`config.mk`:
```
export PLATFORM = sky130hd
export DESIGN_NAME = midi_track_event_parser_flat
export DESIGN_NICKNAME = d
export VERILOG_FILES = /design/src/rtl/mtep_pkg.sv /design/src/rtl/mtep_in_if.sv /design/src/rtl/mtep_out_if.sv /design/src/rtl/midi_track_event_parser.sv /design/src/rtl/mtep_parser.sv /design/src/flat_wrapper.sv
export VERILOG_INCLUDE_DIRS = /design/src /design/src/rtl
export SDC_FILE = /design/constraint.sdc
export NUM_CORES = 1
export LEC_CHECK = 0
export ABC_CLOCK_PERIOD_IN_PS = 19610
export BUFFER_PORTS_ARGS = -buffer_cell sky130_fd_sc_hd__buf_4
export CAP_MARGIN = 20
export CORE_ASPECT_RATIO = 1.25
export CORE_MARGIN = 1.5
export CORE_UTILIZATION = 55
export DETAILED_ROUTE_END_ITERATION = 7
export PLACE_DENSITY = 0.73
export SYNTH_ARGS = -nofsm -noshare
export SYNTH_HDL_FRONTEND = slang
export SYNTH_HIERARCHICAL = 1
export SYNTH_SLANG_ARGS = --single-unit
```
`constraint.sdc`:
```
create_clock -name clk -period 19.61 [get_ports clk]
set_clock_uncertainty 0.1 [all_clocks]
set_input_delay 0.9805 -clock clk [delete_from_list [all_inputs] [get_ports clk]]
set_output_delay 0.9805 -clock clk [all_outputs]
set_load 0.01 [all_outputs]
```
`src/rtl/midi_track_event_parser_macros.svh`:
```
// Assertion macros shared by the RTL of the MIDI track event parser.
// Needs a clock named clk and an active-low reset named rst_n in scope.
`ifndef MIDI_TRACK_EVENT_PARSER_MACROS_SVH
`define MIDI_TRACK_EVENT_PARSER_MACROS_SVH

// Same-cycle implication.
`define MTEP_ASSERT_NOW(label, ante, cons, msg) \
  label: assert property (@(posedge clk) disable iff (!rst_n) (ante) |-> (cons)) \
    else $error(msg);

// Next-cycle implication.
`define MTEP_ASSERT_NEXT(label, ante, cons, msg) \
  label: assert property (@(posedge clk) disable iff (!rst_n) (ante) |=> (cons)) \
    else $error(msg);

`endif

```
`src/rtl/mtep_pkg.sv`:
```
// Types and constants of the MIDI track event parser.
// No dependencies; used by midi_track_event_parser and mtep_parser.
`timescale 1ns / 1ps

package mtep_pkg;

  typedef enum logic [3:0] {
    PS_NONE,
    PS_DELTA,
    PS_AFTER,
    PS_META_L,
    PS_META_D,
    PS_OFF_V,
    PS_ON_V,
    PS_KEY_V,
    PS_CTL_V,
    PS_PITCH
  } ps_t;

  // Result kinds
  localparam logic [4:0] KIND_NOTE_OFF   = 5'd0;
  localparam logic [4:0] KIND_NOTE_ON    = 5'd1;
  localparam logic [4:0] KIND_KEY_PRESS  = 5'd2;
  localparam logic [4:0] KIND_CTRL       = 5'd3;
  localparam logic [4:0] KIND_PROG       = 5'd4;
  localparam logic [4:0] KIND_CHAN_PRESS = 5'd5;
  localparam logic [4:0] KIND_PITCH      = 5'd6;
  localparam logic [4:0] KIND_UNKNOWN    = 5'd7;
  localparam logic [4:0] KIND_META_HDR   = 5'd8;
  localparam logic [4:0] KIND_META_BYTE  = 5'd9;
  localparam logic [4:0] KIND_SEQ        = 5'd10;
  localparam logic [4:0] KIND_TEMPO      = 5'd11;
  localparam logic [4:0] KIND_TIMESIG    = 5'd12;
  localparam logic [4:0] KIND_END        = 5'd13;
  localparam logic [4:0] KIND_RPN_COARSE = 5'd14;
  localparam logic [4:0] KIND_NRPN_COARSE = 5'd16;

  // Status bytes and nibbles
  localparam logic [7:0] ST_META      = 8'hFF;
  localparam logic [7:0] ST_RT_CLOCK  = 8'hF8;
  localparam logic [7:0] ST_RT_START  = 8'hFA;
  localparam logic [7:0] ST_RT_CONT   = 8'hFB;
  localparam logic [7:0] ST_RT_STOP   = 8'hFC;
  localparam logic [3:0] NIB_OFF      = 4'h8;
  localparam logic [3:0] NIB_ON       = 4'h9;
  localparam logic [3:0] NIB_KEY      = 4'hA;
  localparam logic [3:0] NIB_CTRL     = 4'hB;
  localparam logic [3:0] NIB_PROG     = 4'hC;
  localparam logic [3:0] NIB_CHAN     = 4'hD;
  localparam logic [3:0] NIB_PITCH    = 4'hE;

  // Meta types
  localparam logic [7:0] META_SEQ     = 8'h00;
  localparam logic [7:0] META_END     = 8'h2F;
  localparam logic [7:0] META_TEMPO   = 8'h51;
  localparam logic [7:0] META_TIMESIG = 8'h58;

  // Controllers
  localparam logic [7:0] CC_DATA_MSB  = 8'd6;
  localparam logic [7:0] CC_DATA_LSB  = 8'd38;
  localparam logic [7:0] CC_NRPN_LSB  = 8'd98;
  localparam logic [7:0] CC_NRPN_MSB  = 8'd99;
  localparam logic [7:0] CC_RPN_LSB   = 8'd100;
  localparam logic [7:0] CC_RPN_MSB   = 8'd101;
  localparam logic [6:0] PARAM_NULL   = 7'h7F;

  typedef struct packed {
    logic [4:0]  event_kind;
    logic [3:0]  channel;
    logic [27:0] delta_time;
    logic [13:0] key_or_param;
    logic [31:0] value;
    logic        final_byte;
    logic        last;
  } res_t;

  // Results caused by one byte: none, one (r0) or two (r0 then r1).
  typedef struct packed {
    logic any;
    logic has2;
    res_t r0;
    res_t r1;
  } step_t;

endpackage

```
`src/rtl/mtep_in_if.sv`:
```
// Byte input channel of the MIDI track event parser.
// Standalone interface; no dependencies.
`timescale 1ns / 1ps

interface mtep_in_if;
  logic       valid;
  logic       ready;
  logic [7:0] data_byte;
  logic       track_start;

  modport source (output valid, output data_byte, output track_start, input ready);
  modport sink   (input valid, input data_byte, input track_start, output ready);
endinterface

```
`src/rtl/mtep_out_if.sv`:
```
// Result channel of the MIDI track event parser.
// Standalone interface; no dependencies.
`timescale 1ns / 1ps

interface mtep_out_if;
  logic        valid;
  logic        ready;
  logic [4:0]  event_kind;
  logic [3:0]  channel;
  logic [27:0] delta_time;
  logic [13:0] key_or_param;
  logic [31:0] value;
  logic        final_byte;
  logic        last;

  modport source (output valid, output event_kind, output channel, output delta_time,
                  output key_or_param, output value, output final_byte, output last,
                  input ready);
  modport sink   (input valid, input event_kind, input channel, input delta_time,
                  input key_or_param, input value, input final_byte, input last,
                  output ready);
endinterface

```
`src/rtl/midi_track_event_parser.sv`:
```
// Top level of the MIDI track event parser: parser state plus a two-entry result queue.
// Depends on mtep_pkg, mtep_in_if, mtep_out_if, mtep_parser and the assertion macros.
//
//   channel  direction  payload
//   in_ch    sink       data_byte[7:0], track_start
//   out_ch   source     event_kind, channel, delta_time, key_or_param, value,
//                       final_byte, last
//
// One byte is accepted per cycle while the queue has room; its results are registered in
// the queue (older results waiting there go out first). A byte with one result sustains
// one byte per cycle while out_ch.ready is high; a byte with two results holds the output
// for both in turn, so the queue can fill and drop in_ch.ready.
// in_ch.ready depends only on the queue fill count (two entries, one per byte).
// Synchronous active-low reset clears the parse state and empties the queue.
`timescale 1ns / 1ps

`include "midi_track_event_parser_macros.svh"

module midi_track_event_parser (
  input  logic        clk,
  input  logic        rst_n,
  mtep_in_if.sink     in_ch,
  mtep_out_if.source  out_ch
);

  mtep_pkg::step_t step;
  mtep_pkg::step_t q_r [2];
  mtep_pkg::step_t cur;
  mtep_pkg::res_t  res;
  logic [1:0] cnt_r, cnt_nxt;
  logic       wr_r, rd_r, sub_r;
  logic       accept, push, pop_res, pop_entry;

  assign in_ch.ready = (cnt_r != 2'd2);
  assign accept      = in_ch.valid && in_ch.ready;

  mtep_parser u_parser (
    .clk         (clk),
    .rst_n       (rst_n),
    .step_en     (accept),
    .data_byte   (in_ch.data_byte),
    .track_start (in_ch.track_start),
    .step        (step)
  );

  assign push      = accept && step.any;
  assign cur       = q_r[rd_r];
  assign res       = sub_r ? cur.r1 : cur.r0;
  assign pop_res   = out_ch.valid && out_ch.ready;
  assign pop_entry = pop_res && (sub_r || !cur.has2);

  always_comb begin
    cnt_nxt = cnt_r;
    if (push && !pop_entry) begin
      cnt_nxt = cnt_r + 2'd1;
    end else if (!push && pop_entry) begin
      cnt_nxt = cnt_r - 2'd1;
    end
  end

  always_ff @(posedge clk) begin
    if (!rst_n) begin
      cnt_r <= 2'd0;
      wr_r  <= 1'b0;
      rd_r  <= 1'b0;
      sub_r <= 1'b0;
    end else begin
      cnt_r <= cnt_nxt;
      if (push) begin
        wr_r <= !wr_r;
      end
      if (pop_entry) begin
        rd_r <= !rd_r;
      end
      // advance to the second result of a pair, back to the first on entry pop
      if (pop_res) begin
        sub_r <= !pop_entry;
      end
    end
  end

  always_ff @(posedge clk) begin
    if (push) begin
      q_r[wr_r] <= step;
    end
  end

  assign out_ch.valid        = (cnt_r != 2'd0);
  assign out_ch.event_kind   = res.event_kind;
  assign out_ch.channel      = res.channel;
  assign out_ch.delta_time   = res.delta_time;
  assign out_ch.key_or_param = res.key_or_param;
  assign out_ch.value        = res.value;
  assign out_ch.final_byte   = res.final_byte;
  assign out_ch.last         = res.last;

  `MTEP_ASSERT_NOW(a_cnt_range, 1'b1, cnt_r != 2'd3, "result queue count out of range")
  `MTEP_ASSERT_NOW(a_final_kind, out_ch.valid && out_ch.final_byte,
    out_ch.event_kind == mtep_pkg::KIND_META_BYTE, "final flag on non meta-byte result")
  `MTEP_ASSERT_NEXT(a_pair_follows, out_ch.valid && out_ch.ready && !out_ch.last,
    out_ch.valid, "second result of a pair missing")
  `MTEP_ASSERT_NOW(a_sub_pair, sub_r, cnt_r != 2'd0 && cur.has2,
    "second-result select without a pending pair")

endmodule

```
`src/rtl/mtep_parser.sv`:
```
// Parse state registers and per-byte decode of the MIDI track event parser.
// Depends on mtep_pkg.
`timescale 1ns / 1ps

module mtep_parser (
  input  logic            clk,
  input  logic            rst_n,
  input  logic            step_en,
  input  logic [7:0]      data_byte,
  input  logic            track_start,
  output mtep_pkg::step_t step
);

  mtep_pkg::ps_t state_r, state_nxt, st;
  logic [7:0]  status_r, status_nxt;
  logic [3:0]  chan_r, chan_nxt, chan_eff;
  logic [27:0] delta_r, delta_nxt, delta_eff;
  logic [7:0]  first_r, first_nxt;
  logic [7:0]  mtype_r, mtype_nxt;
  logic [7:0]  mlen_r, mlen_nxt;
  logic [7:0]  midx_r, midx_nxt, midx_inc;
  logic [7:0]  head_r [4];
  logic [7:0]  head_nxt [4];
  logic [7:0]  hw [4];
  logic [7:0]  h1, h2, h3;
  logic [6:0]  pmsb_r, pmsb_nxt;
  logic [6:0]  plsb_r, plsb_nxt;
  logic        nrpn_r, nrpn_nxt;
  logic        fin;
  mtep_pkg::res_t base;

  function automatic logic [6:0] clamp_param(input logic [7:0] v);
    clamp_param = (v >= 8'd127) ? mtep_pkg::PARAM_NULL : v[6:0];
  endfunction

  always_comb begin
    st        = track_start ? mtep_pkg::PS_NONE : state_r;
    chan_eff  = track_start ? 4'd0 : chan_r;
    delta_eff = track_start ? 28'd0 : delta_r;

    state_nxt = st;
    status_nxt = status_r;
    chan_nxt  = chan_eff;
    delta_nxt = delta_eff;
    first_nxt = first_r;
    mtype_nxt = mtype_r;
    mlen_nxt  = mlen_r;
    midx_nxt  = midx_r;
    for (int k = 0; k < 4; k++) begin
      head_nxt[k] = head_r[k];
      hw[k] = (midx_r == 8'(k)) ? data_byte : head_r[k];
    end
    pmsb_nxt  = pmsb_r;
    plsb_nxt  = plsb_r;
    nrpn_nxt  = nrpn_r;

    midx_inc = midx_r + 8'd1;
    fin      = (midx_inc == mlen_r);
    h1 = (mlen_r >= 8'd2) ? hw[1] : 8'd0;
    h2 = (mlen_r >= 8'd3) ? hw[2] : 8'd0;
    h3 = (mlen_r >= 8'd4) ? hw[3] : 8'd0;

    base = '{event_kind: mtep_pkg::KIND_NOTE_OFF, channel: chan_eff, delta_time: delta_eff,
             key_or_param: 14'd0, value: 32'd0, final_byte: 1'b0, last: 1'b1};
    step.any  = 1'b0;
    step.has2 = 1'b0;
    step.r0   = base;
    step.r1   = base;

    unique case (st) inside
      mtep_pkg::PS_NONE, mtep_pkg::PS_DELTA: begin
        delta_nxt = {((st == mtep_pkg::PS_NONE) ? 21'd0 : delta_eff[20:0]), data_byte[6:0]};
        state_nxt = data_byte[7] ? mtep_pkg::PS_DELTA : mtep_pkg::PS_AFTER;
      end
      mtep_pkg::PS_AFTER: begin
        if (data_byte[7]) begin
          status_nxt = data_byte;
          chan_nxt   = data_byte[3:0];
        end else if (status_r == mtep_pkg::ST_META) begin
          mtype_nxt = data_byte;
          state_nxt = mtep_pkg::PS_META_L;
        end else if (status_r == mtep_pkg::ST_RT_CLOCK || status_r == mtep_pkg::ST_RT_START ||
                     status_r == mtep_pkg::ST_RT_CONT || status_r == mtep_pkg::ST_RT_STOP) begin
          // drop data under realtime status
        end else begin
          case (status_r[7:4])
            mtep_pkg::NIB_OFF: begin
              first_nxt = data_byte;
              state_nxt = mtep_pkg::PS_OFF_V;
            end
            mtep_pkg::NIB_ON: begin
              first_nxt = data_byte;
              state_nxt = mtep_pkg::PS_ON_V;
            end
            mtep_pkg::NIB_KEY: begin
              first_nxt = data_byte;
              state_nxt = mtep_pkg::PS_KEY_V;
            end
            mtep_pkg::NIB_CTRL: begin
              first_nxt = data_byte;
              state_nxt = mtep_pkg::PS_CTL_V;
            end
            mtep_pkg::NIB_PITCH: begin
              first_nxt = data_byte;
              state_nxt = mtep_pkg::PS_PITCH;
            end
            mtep_pkg::NIB_PROG: begin
              step.any = 1'b1;
              step.r0.event_kind = mtep_pkg::KIND_PROG;
              step.r0.value = {24'd0, data_byte};
              state_nxt = mtep_pkg::PS_NONE;
            end
            mtep_pkg::NIB_CHAN: begin
              step.any = 1'b1;
              step.r0.event_kind = mtep_pkg::KIND_CHAN_PRESS;
              step.r0.value = {24'd0, data_byte};
              state_nxt = mtep_pkg::PS_NONE;
            end
            default: begin
              step.any = 1'b1;
              step.r0.event_kind = mtep_pkg::KIND_UNKNOWN;
              step.r0.key_or_param = {6'd0, status_r};
              step.r0.value = {24'd0, data_byte};
              state_nxt = mtep_pkg::PS_NONE;
            end
          endcase
        end
      end
      mtep_pkg::PS_META_L: begin
        mlen_nxt = data_byte;
        midx_nxt = 8'd0;
        step.any = 1'b1;
        step.r0.event_kind = mtep_pkg::KIND_META_HDR;
        step.r0.key_or_param = {6'd0, mtype_r};
        step.r0.value = {24'd0, data_byte};
        if (data_byte == 8'd0) begin
          state_nxt = mtep_pkg::PS_NONE;
          if (mtype_r == mtep_pkg::META_END) begin
            step.has2 = 1'b1;
            step.r0.last = 1'b0;
            step.r1.event_kind = mtep_pkg::KIND_END;
          end
        end else begin
          state_nxt = mtep_pkg::PS_META_D;
        end
      end
      mtep_pkg::PS_META_D: begin
        if (midx_r < 8'd4) begin
          head_nxt[midx_r[1:0]] = data_byte;
        end
        midx_nxt = midx_inc;
        step.any = 1'b1;
        step.r0.event_kind = mtep_pkg::KIND_META_BYTE;
        step.r0.key_or_param = {6'd0, mtype_r};
        step.r0.value = {24'd0, data_byte};
        step.r0.final_byte = fin;
        if (fin) begin
          state_nxt = mtep_pkg::PS_NONE;
          if (mtype_r == mtep_pkg::META_SEQ && mlen_r >= 8'd2) begin
            step.has2 = 1'b1;
            step.r1.event_kind = mtep_pkg::KIND_SEQ;
            step.r1.value = {16'd0, hw[0], h1};
          end else if (mtype_r == mtep_pkg::META_TEMPO && mlen_r >= 8'd3) begin
            step.has2 = 1'b1;
            step.r1.event_kind = mtep_pkg::KIND_TEMPO;
            step.r1.value = {8'd0, hw[0], h1, h2};
          end else if (mtype_r == mtep_pkg::META_TIMESIG) begin
            step.has2 = 1'b1;
            step.r1.event_kind = mtep_pkg::KIND_TIMESIG;
            step.r1.value = {hw[0], h1, h2, h3};
          end
          step.r0.last = !step.has2;
        end
      end
      mtep_pkg::PS_OFF_V, mtep_pkg::PS_ON_V, mtep_pkg::PS_KEY_V: begin
        step.any = 1'b1;
        step.r0.event_kind = (st == mtep_pkg::PS_OFF_V) ? mtep_pkg::KIND_NOTE_OFF :
                             (st == mtep_pkg::PS_ON_V)  ? mtep_pkg::KIND_NOTE_ON :
                                                          mtep_pkg::KIND_KEY_PRESS;
        step.r0.key_or_param = {6'd0, first_r};
        step.r0.value = {24'd0, data_byte};
        state_nxt = mtep_pkg::PS_NONE;
      end
      mtep_pkg::PS_CTL_V: begin
        step.any = 1'b1;
        step.r0.event_kind = mtep_pkg::KIND_CTRL;
        step.r0.key_or_param = {6'd0, first_r};
        step.r0.value = {24'd0, data_byte};
        state_nxt = mtep_pkg::PS_NONE;
        case (first_r) inside
          mtep_pkg::CC_NRPN_LSB: begin
            plsb_nxt = clamp_param(data_byte);
            nrpn_nxt = 1'b1;
          end
          mtep_pkg::CC_NRPN_MSB: begin
            pmsb_nxt = clamp_param(data_byte);
            nrpn_nxt = 1'b1;
          end
          mtep_pkg::CC_RPN_LSB: begin
            plsb_nxt = clamp_param(data_byte);
            nrpn_nxt = 1'b0;
          end
          mtep_pkg::CC_RPN_MSB: begin
            pmsb_nxt = clamp_param(data_byte);
            nrpn_nxt = 1'b0;
          end
          mtep_pkg::CC_DATA_MSB, mtep_pkg::CC_DATA_LSB: begin
            // report data entry only for a selected (non-null) parameter
            if (plsb_r != mtep_pkg::PARAM_NULL && pmsb_r != mtep_pkg::PARAM_NULL) begin
              step.has2 = 1'b1;
              step.r0.last = 1'b0;
              step.r1.event_kind = (nrpn_r ? mtep_pkg::KIND_NRPN_COARSE
                                           : mtep_pkg::KIND_RPN_COARSE)
                                   + {4'd0, first_r == mtep_pkg::CC_DATA_LSB};
              step.r1.key_or_param = {pmsb_r, plsb_r};
              step.r1.value = {24'd0, data_byte};
            end
          end
          default: begin
          end
        endcase
      end
      mtep_pkg::PS_PITCH: begin
        step.any = 1'b1;
        step.r0.event_kind = mtep_pkg::KIND_PITCH;
        step.r0.key_or_param = {6'd0, first_r};
        step.r0.value = {17'd0, data_byte, 7'd0} | {24'd0, first_r};
        state_nxt = mtep_pkg::PS_NONE;
      end
      default: begin
        state_nxt = mtep_pkg::PS_NONE;
      end
    endcase
  end

  always_ff @(posedge clk) begin
    if (!rst_n) begin
      state_r  <= mtep_pkg::PS_NONE;
      status_r <= 8'd0;
      chan_r   <= 4'd0;
      delta_r  <= 28'd0;
      first_r  <= 8'd0;
      mtype_r  <= 8'd0;
      mlen_r   <= 8'd0;
      midx_r   <= 8'd0;
      for (int k = 0; k < 4; k++) begin
        head_r[k] <= 8'd0;
      end
      pmsb_r   <= mtep_pkg::PARAM_NULL;
      plsb_r   <= mtep_pkg::PARAM_NULL;
      nrpn_r   <= 1'b0;
    end else if (step_en) begin
      state_r  <= state_nxt;
      status_r <= status_nxt;
      chan_r   <= chan_nxt;
      delta_r  <= delta_nxt;
      first_r  <= first_nxt;
      mtype_r  <= mtype_nxt;
      mlen_r   <= mlen_nxt;
      midx_r   <= midx_nxt;
      for (int k = 0; k < 4; k++) begin
        head_r[k] <= head_nxt[k];
      end
      pmsb_r   <= pmsb_nxt;
      plsb_r   <= plsb_nxt;
      nrpn_r   <= nrpn_nxt;
    end
  end

endmodule
```
`src/flat_wrapper.sv`:
```
// flat-port wrapper written by rule: the top's interface ports become plain ports
module midi_track_event_parser_flat 
  (clk, rst_n, in_ch_valid, in_ch_data_byte, in_ch_track_start, in_ch_ready, out_ch_valid, out_ch_event_kind, out_ch_channel, out_ch_delta_time, out_ch_key_or_param, out_ch_value, out_ch_final_byte, out_ch_last, out_ch_ready);
  mtep_in_if in_ch_i ();
  mtep_out_if out_ch_i ();
  input  logic clk;
  input  logic rst_n;
  input wire logic [$bits(in_ch_i.valid)-1:0] in_ch_valid;
  input wire logic [$bits(in_ch_i.data_byte)-1:0] in_ch_data_byte;
  input wire logic [$bits(in_ch_i.track_start)-1:0] in_ch_track_start;
  output wire logic [$bits(in_ch_i.ready)-1:0] in_ch_ready;
  output wire logic [$bits(out_ch_i.valid)-1:0] out_ch_valid;
  output wire logic [$bits(out_ch_i.event_kind)-1:0] out_ch_event_kind;
  output wire logic [$bits(out_ch_i.channel)-1:0] out_ch_channel;
  output wire logic [$bits(out_ch_i.delta_time)-1:0] out_ch_delta_time;
  output wire logic [$bits(out_ch_i.key_or_param)-1:0] out_ch_key_or_param;
  output wire logic [$bits(out_ch_i.value)-1:0] out_ch_value;
  output wire logic [$bits(out_ch_i.final_byte)-1:0] out_ch_final_byte;
  output wire logic [$bits(out_ch_i.last)-1:0] out_ch_last;
  input wire logic [$bits(out_ch_i.ready)-1:0] out_ch_ready;
  assign in_ch_i.valid = in_ch_valid;
  assign in_ch_i.data_byte = in_ch_data_byte;
  assign in_ch_i.track_start = in_ch_track_start;
  assign in_ch_ready = in_ch_i.ready;
  assign out_ch_valid = out_ch_i.valid;
  assign out_ch_event_kind = out_ch_i.event_kind;
  assign out_ch_channel = out_ch_i.channel;
  assign out_ch_delta_time = out_ch_i.delta_time;
  assign out_ch_key_or_param = out_ch_i.key_or_param;
  assign out_ch_value = out_ch_i.value;
  assign out_ch_final_byte = out_ch_i.final_byte;
  assign out_ch_last = out_ch_i.last;
  assign out_ch_i.ready = out_ch_ready;
  midi_track_event_parser u_core (.clk(clk), .rst_n(rst_n), .in_ch(in_ch_i), .out_ch(out_ch_i));
endmodule
```
# Word level (Yosys, flattened, before mapping)
# Memories as Yosys holds them, arrays and structs flattened. A register that Yosys moved wholly into a read port is not among the register bits.
# Cells that the tools add are included.
word_totals:
  register_bits: 94
  mem_bits_rw: 372
  in_bits: 13
  output_inout_bits: 87
  wordCells: 237
  mem_count: 2
op_classes:
  n_addsub: 4
  magnitude_cmp: 7
  n_eq_ne: 39
  n_mux: 114
  bitwise: 10
  reduce_logical: 46
mem_list:
  columns: ["name", "words", "width", "rd", "rd_ports_with_merged_regs", "wr", "line", "source"]
  rows:
  - ["u_core.q_r", 2, 170, 1, 1, 1, "midi_track_event_parser.sv:27", "mtep_pkg::step_t q_r [2];"]
  - ["u_core.u_parser.head_r", 4, 8, 4, 0, 4, "mtep_parser.sv:22", "logic [7:0] head_r [4];"]
ops:
  columns: ["operator", "count"]
  rows:
  - ["$mux 46", 8]
  - ["$mux 32", 6]
  - ["$pmux 46 s4", 1]
  - ["$mux 8", 13]
  - ["$mux 85", 1]
  - ["$pmux 32 s2", 1]
  - ["$mux 28", 2]
  - ["$mux 7", 8]
  - ["$mux 6", 9]
  - ["$mux 4", 11]
  - ["$eq 7x7->1 const B", 6]
  - ["$eq 8x8->1 const B", 5]
  - ["$mux 40", 1]
  - ["$eq 4x4->1 const B", 9]
  - ["$bwmux 32", 1]
  - ["$mux 1", 31]
  - ["$pmux 5 s6", 1]
  - ["$logic_not 8->1", 3]
  - ["$mux 21", 1]
  - ["$mux 5", 4]
  - ["$pmux 4 s5", 1]
  - ["$pmux 6 s3", 1]
  - ["$demux 8 s2", 1]
  - ["$eq 4x3->1 const B", 4]
  - ["47 further kinds", 91]

# Longest topological paths before layout
logic_depth:
  word_depth: 13
  depth_mapped: 12
  mapped_depth_nobuf: 11

# Hierarchy
# Netlist, hierarchy kept.
by_module_without_submodules:
  columns: ["module", "n_inst", "cells_per_inst", "area_each_um2"]
  rows:
  - ["midi_track_event_parser", 1, 482, 12683.4]
  - ["mtep_parser", 1, 940, 7861.3]

# Worst setup path after synthesis
# No wires, ideal clock.
synth_path:
  path_type: "input -> register"
  start: "in in_ch_track_start"
  end: "mem u_core/q_r[1][0] in the netlist's numbering, enable pin"
  setup_ps: 552
  arrival_ps: 6121
  path_slack_ps: 12838
  path_stages: 8
  n_path_buf: 1
  path_cell_list: "buf_2 -> nor2b_1 -> nor4b_4 -> o211ai_2 -> a21o_2 -> nand2_1 -> and3_1 -> and2_1"
synth_lines:
  columns: ["element", "line", "source"]
  rows:
  - ["from (decl)", "flat_wrapper.sv:10", "input wire logic [$bits(in_ch_i.track_start)-1:0] in_ch_track_start;"]
  - ["to (decl)", "midi_track_event_parser.sv:27", null]

==> results.md <==
• 56.1% — initial core utilization
• 3 — clk buf depth
• 2 — crit path buf inv count
• 0.00200 W — Tot Pwr
• 72 — distinct cell type count after synthesis
• 93 — maximum number of pins on one net before global-route repair
• sky130_fd_sc_hd__clkbuf_16 — root buffer selected by CTS
• flop to flop — Worst Hold Class
• 0 ns — sum of negative setup slack
• sky130_fd_sc_hd__edfxtp_1 (374), sky130_fd_sc_hd__nand2_1 (107), sky130_fd_sc_hd__nor2_1 (106), sky130_fd_sc_hd__dfxtp_1 (95), sky130_fd_sc_hd__mux4_2 (85) — ranking of synthesized cells by instance count
• finished with violations — result of the run
• 2 — CTS H-tree depth
• simple AND/OR/NAND/NOR gates — delay-heaviest family, CP
• 0.676% — xor/xnor share of the synthesized area
• 11600 — total number of vias
• 0.89 ns — Crit path largest cell delay
• 1012 — initial drt markers
• 44 — TritonCTS Buffers
• nand2b_1 -> nor2_1 -> a21oi_1 -> nor2_1 -> nor2_1 -> nand2_1 -> nand4_1 -> inv_6 -> buf_4 — list of cells traversed by the critical path
• 0 — maxcap violations
• 78 — Placement Rows
• 1422 — synthesized netlist cell count
• flop — sort of element at the end of the critical path
• 19.67 ns — Crit path required time
• 1967 — Cell Count, Final, Fillers Out
• 14.4 um2 — post-synthesis area per instance
• 0.356 ns — worst hold margin
• 0.55 ns — clock insertion delay at the later pin of the skew report
• 0 — count of final max-slew check failures
• multiplexers — main combinational cell family by area after synthesis
• 2777 — Layout fillers
• 1882 — instance count after placement with tap cells included
• sky130_fd_sc_hd__edfxtp_1 — Primary FF master, synth
• 9.91% — simple-gate share of the synthesized area
• 8 — first drt pass iteration count
• 469 — register bit total from synthesis
• sky130_fd_sc_hd__nor2_1 — cell seen most often among critical-path stages
• no — unrepaired setup endpoints after global routing
• 41500 um — detailed-route wire length
• 20500 um2 — total standard cell area after synthesis
• 7.55 nW — Leakage
• 0.931 — placer congestion estimate
• 374 — number of flops mapped to enable cells by yosys
• 99 — port buffer count
• 88.9 nW/um2 — Cell Pwr Density
• 38500 um2 — area of the die
• 27.3% — worst slew slack as a fraction of its limit
• design-rule violations — failing checks
• 3 — remaining routing DRC violations
• 26400 um — HPWL after detailed placement
• 0% — post-synthesis async set-or-reset flop share
• 0 — n_diodes
• 219 um — y dimension of the die
• 4.52 ns — CP arrival
• 4.46 ns — shortest period the worst path allows
• 6460 um2 — multi-input logic area
• 0.06 ns — post-CTS clock slew at the launch and capture registers of the worst setup and hold paths
• 469 — clock tree sinks
• 100 — number of I/O pins
• 21.9% — GRT Resource Usage Total
• 224 MHz — Max Clk Rate
• flop to flop — category of the most critical setup path
• 63.9% — Seq/Total Area, Yosys
• flop — kind of start point of the critical path
• 5.91 — via-per-instance ratio
• 92 — Critical Path Fanout Max
• 0 — aggregate global routing overflow
• 0 — endpoints failing hold
• sky130_fd_sc_hd__edfxtp_1 (55%), sky130_fd_sc_hd__mux4_2 (9.3%), sky130_fd_sc_hd__dfxtp_1 (9.3%) — top area cells in the synthesized netlist
• 9.60% — Area growth syn-to-layout
• 0 — count of cells resized by post-cts repair
• 0.305% — Synth Area in Adders
• 54.7% — share of the synthesized area in the top cell type
• 20.1% — proportion of layout cells with a drive suffix above 1
• 21.1 um — final routed wire length divided by cell count
• done — CTS tree
• sky130_fd_sc_hd__edfxtp_1 — cell type with the largest total area after synthesis
• sky130_fd_sc_hd__buf_4 — cell at the slowest stage of the critical path
• 1469 — Nets
• 13.7% — post-synthesis mux area share
• 0 — residual antenna-violating net count after detailed routing
• 6 — number of warnings printed during yosys synthesis
• 1.09 ns — worst slew pin tran
• 0 — setup repair bufs after CTS
• 0 — initial antenna violation count
• 0.0641 mV — peak ir drop on the vdd network
• 22.7% — portion of the clock cycle consumed by the worst path in the final layout
• 61.5% — Post-Route Utilization
• 6.32% — Synth Area in Compound Gates
• 0 — setup violators final
• sky130_fd_sc_hd__edfxtp_1 — top-count cell post-synth
• 176 um — width of the die
• 64200 um — first-pass GRT wire length
• 13100 um2 — sequential cell area
• 11400 — via count of the first global-routing pass
• 0 — count of hold-fix buffers inserted at cts
• 36600 um2 — Core Region
## cells by family (layout without fill, tap and decap cells)
family,after synthesis,in the layout
AO/OA/AOI/OAI,180,180
multiplexers,174,174
XOR/XNOR,15,15
flip-flops,469,469
AND/OR/NAND/NOR,398,398
adder cells (fa/ha/maj),5,5
other,2,26
buffers and inverters,179,220
## flip-flops by register name (all words and copies together) (netlist names), named ones only
register,cells
u_core/cnt_r,2
u_core/q_r,342
u_core/rd_r,1
u_core/sub_r,1
u_core/u_parser/chan_r,4
u_core/u_parser/delta_r,28
u_core/u_parser/first_r,7
u_core/u_parser/head_r,32
u_core/u_parser/midx_r,8
u_core/u_parser/mlen_r,8
u_core/u_parser/mtype_r,7
u_core/u_parser/nrpn_r,1
u_core/u_parser/plsb_r,7
u_core/u_parser/pmsb_r,7
u_core/u_parser/state_r,4
u_core/u_parser/status_r,8
u_core/wr_r,1
## report_power, final
group	switching [W]	internal, W
clock network	0.000346	0.000449
registers	0.0000147	0.00107
logic	0.0000617	0.0000561
## layout by cell type, fill, tap and decap left out, types with 24 or more instances in the layout
master and instances:
sky130_fd_sc_hd__a21oi_1 24, sky130_fd_sc_hd__nand2_1 107, sky130_fd_sc_hd__conb_1 26, sky130_fd_sc_hd__mux4_2 85, sky130_fd_sc_hd__mux2i_1 80, sky130_fd_sc_hd__edfxtp_1 374, sky130_fd_sc_hd__clkbuf_16 45, sky130_fd_sc_hd__buf_4 108
sky130_fd_sc_hd__a21boi_0 44, sky130_fd_sc_hd__o21ai_0 24, sky130_fd_sc_hd__nor2_1 106, sky130_fd_sc_hd__nor2b_1 59, sky130_fd_sc_hd__nand3_1 33, sky130_fd_sc_hd__and2_1 24, sky130_fd_sc_hd__dfxtp_1 93, sky130_fd_sc_hd__inv_1 24
## path summary, 6_finish.rpt
path | startpoint | endpoint | slack, ns | cells after the start
worst min-delay path | u_core/u_parser/delta_r[22]$_SDFFE_PN0P_ | u_core/u_parser/delta_r[22]$_SDFFE_PN0P_ | 0.36 | 2
worst max-delay path | u_core/u_parser/state_r[3]$_SDFFE_PN0P_ | u_core/q_r[0][36]$_DFFE_PP_ | 15.15 | 9
worst min register to register | u_core/u_parser/delta_r[22]$_SDFFE_PN0P_ | u_core/u_parser/delta_r[22]$_SDFFE_PN0P_ | 0.36 | 2
worst max register to register | u_core/u_parser/state_r[3]$_SDFFE_PN0P_ | u_core/q_r[0][36]$_DFFE_PP_ | 15.15 | 9
## per-layer routing
layer  vias to the layer above  GRT usage, %  routed length, um
met5                         -             0                  0
met4                         0          8.66               1450
met3                        85          3.19               1880
met2                       341          38.9              21800
met1                      5883          26.9              16400
li1                       5318             -                  -
## cell type report
| cell class | instances | area share [%] |
|---|---|---|
| Clock inverter | 20 | 0.583 |
| Timing Repair Buffer | 112 | 3.83 |
| Tap cell | 480 | 2.67 |
| Multi-Input combinational cell | 798 | 28.7 |
| Sequential cell | 469 | 58.4 |
| Inverter | 26 | 0.461 |
| Clock buffer | 62 | 5.42 |
## worst register-to-register path, delay by kind of cell (launching register included)
family / cells / cell delay [ns]
AOI/OAI and AO/OA: 1 / 0.08
buffers and inverters: 2 / 1.58
DFF: 1 / 0.59
and+or+nand+nor: 6 / 1.58
## metrics by stage
step / cell area (um2) / setup slack [ns]
3_3_place_gp: 21100 / 14.85
5_1_grt: 22500 / 14.83
4_1_cts: 22500 / 15.17
6_report: 22500 / 15.15
3_5_place_dp: 21100 / 14.79
2_1_floorplan: 20600 / 12.84
Power figures use the tool's default switching activity.
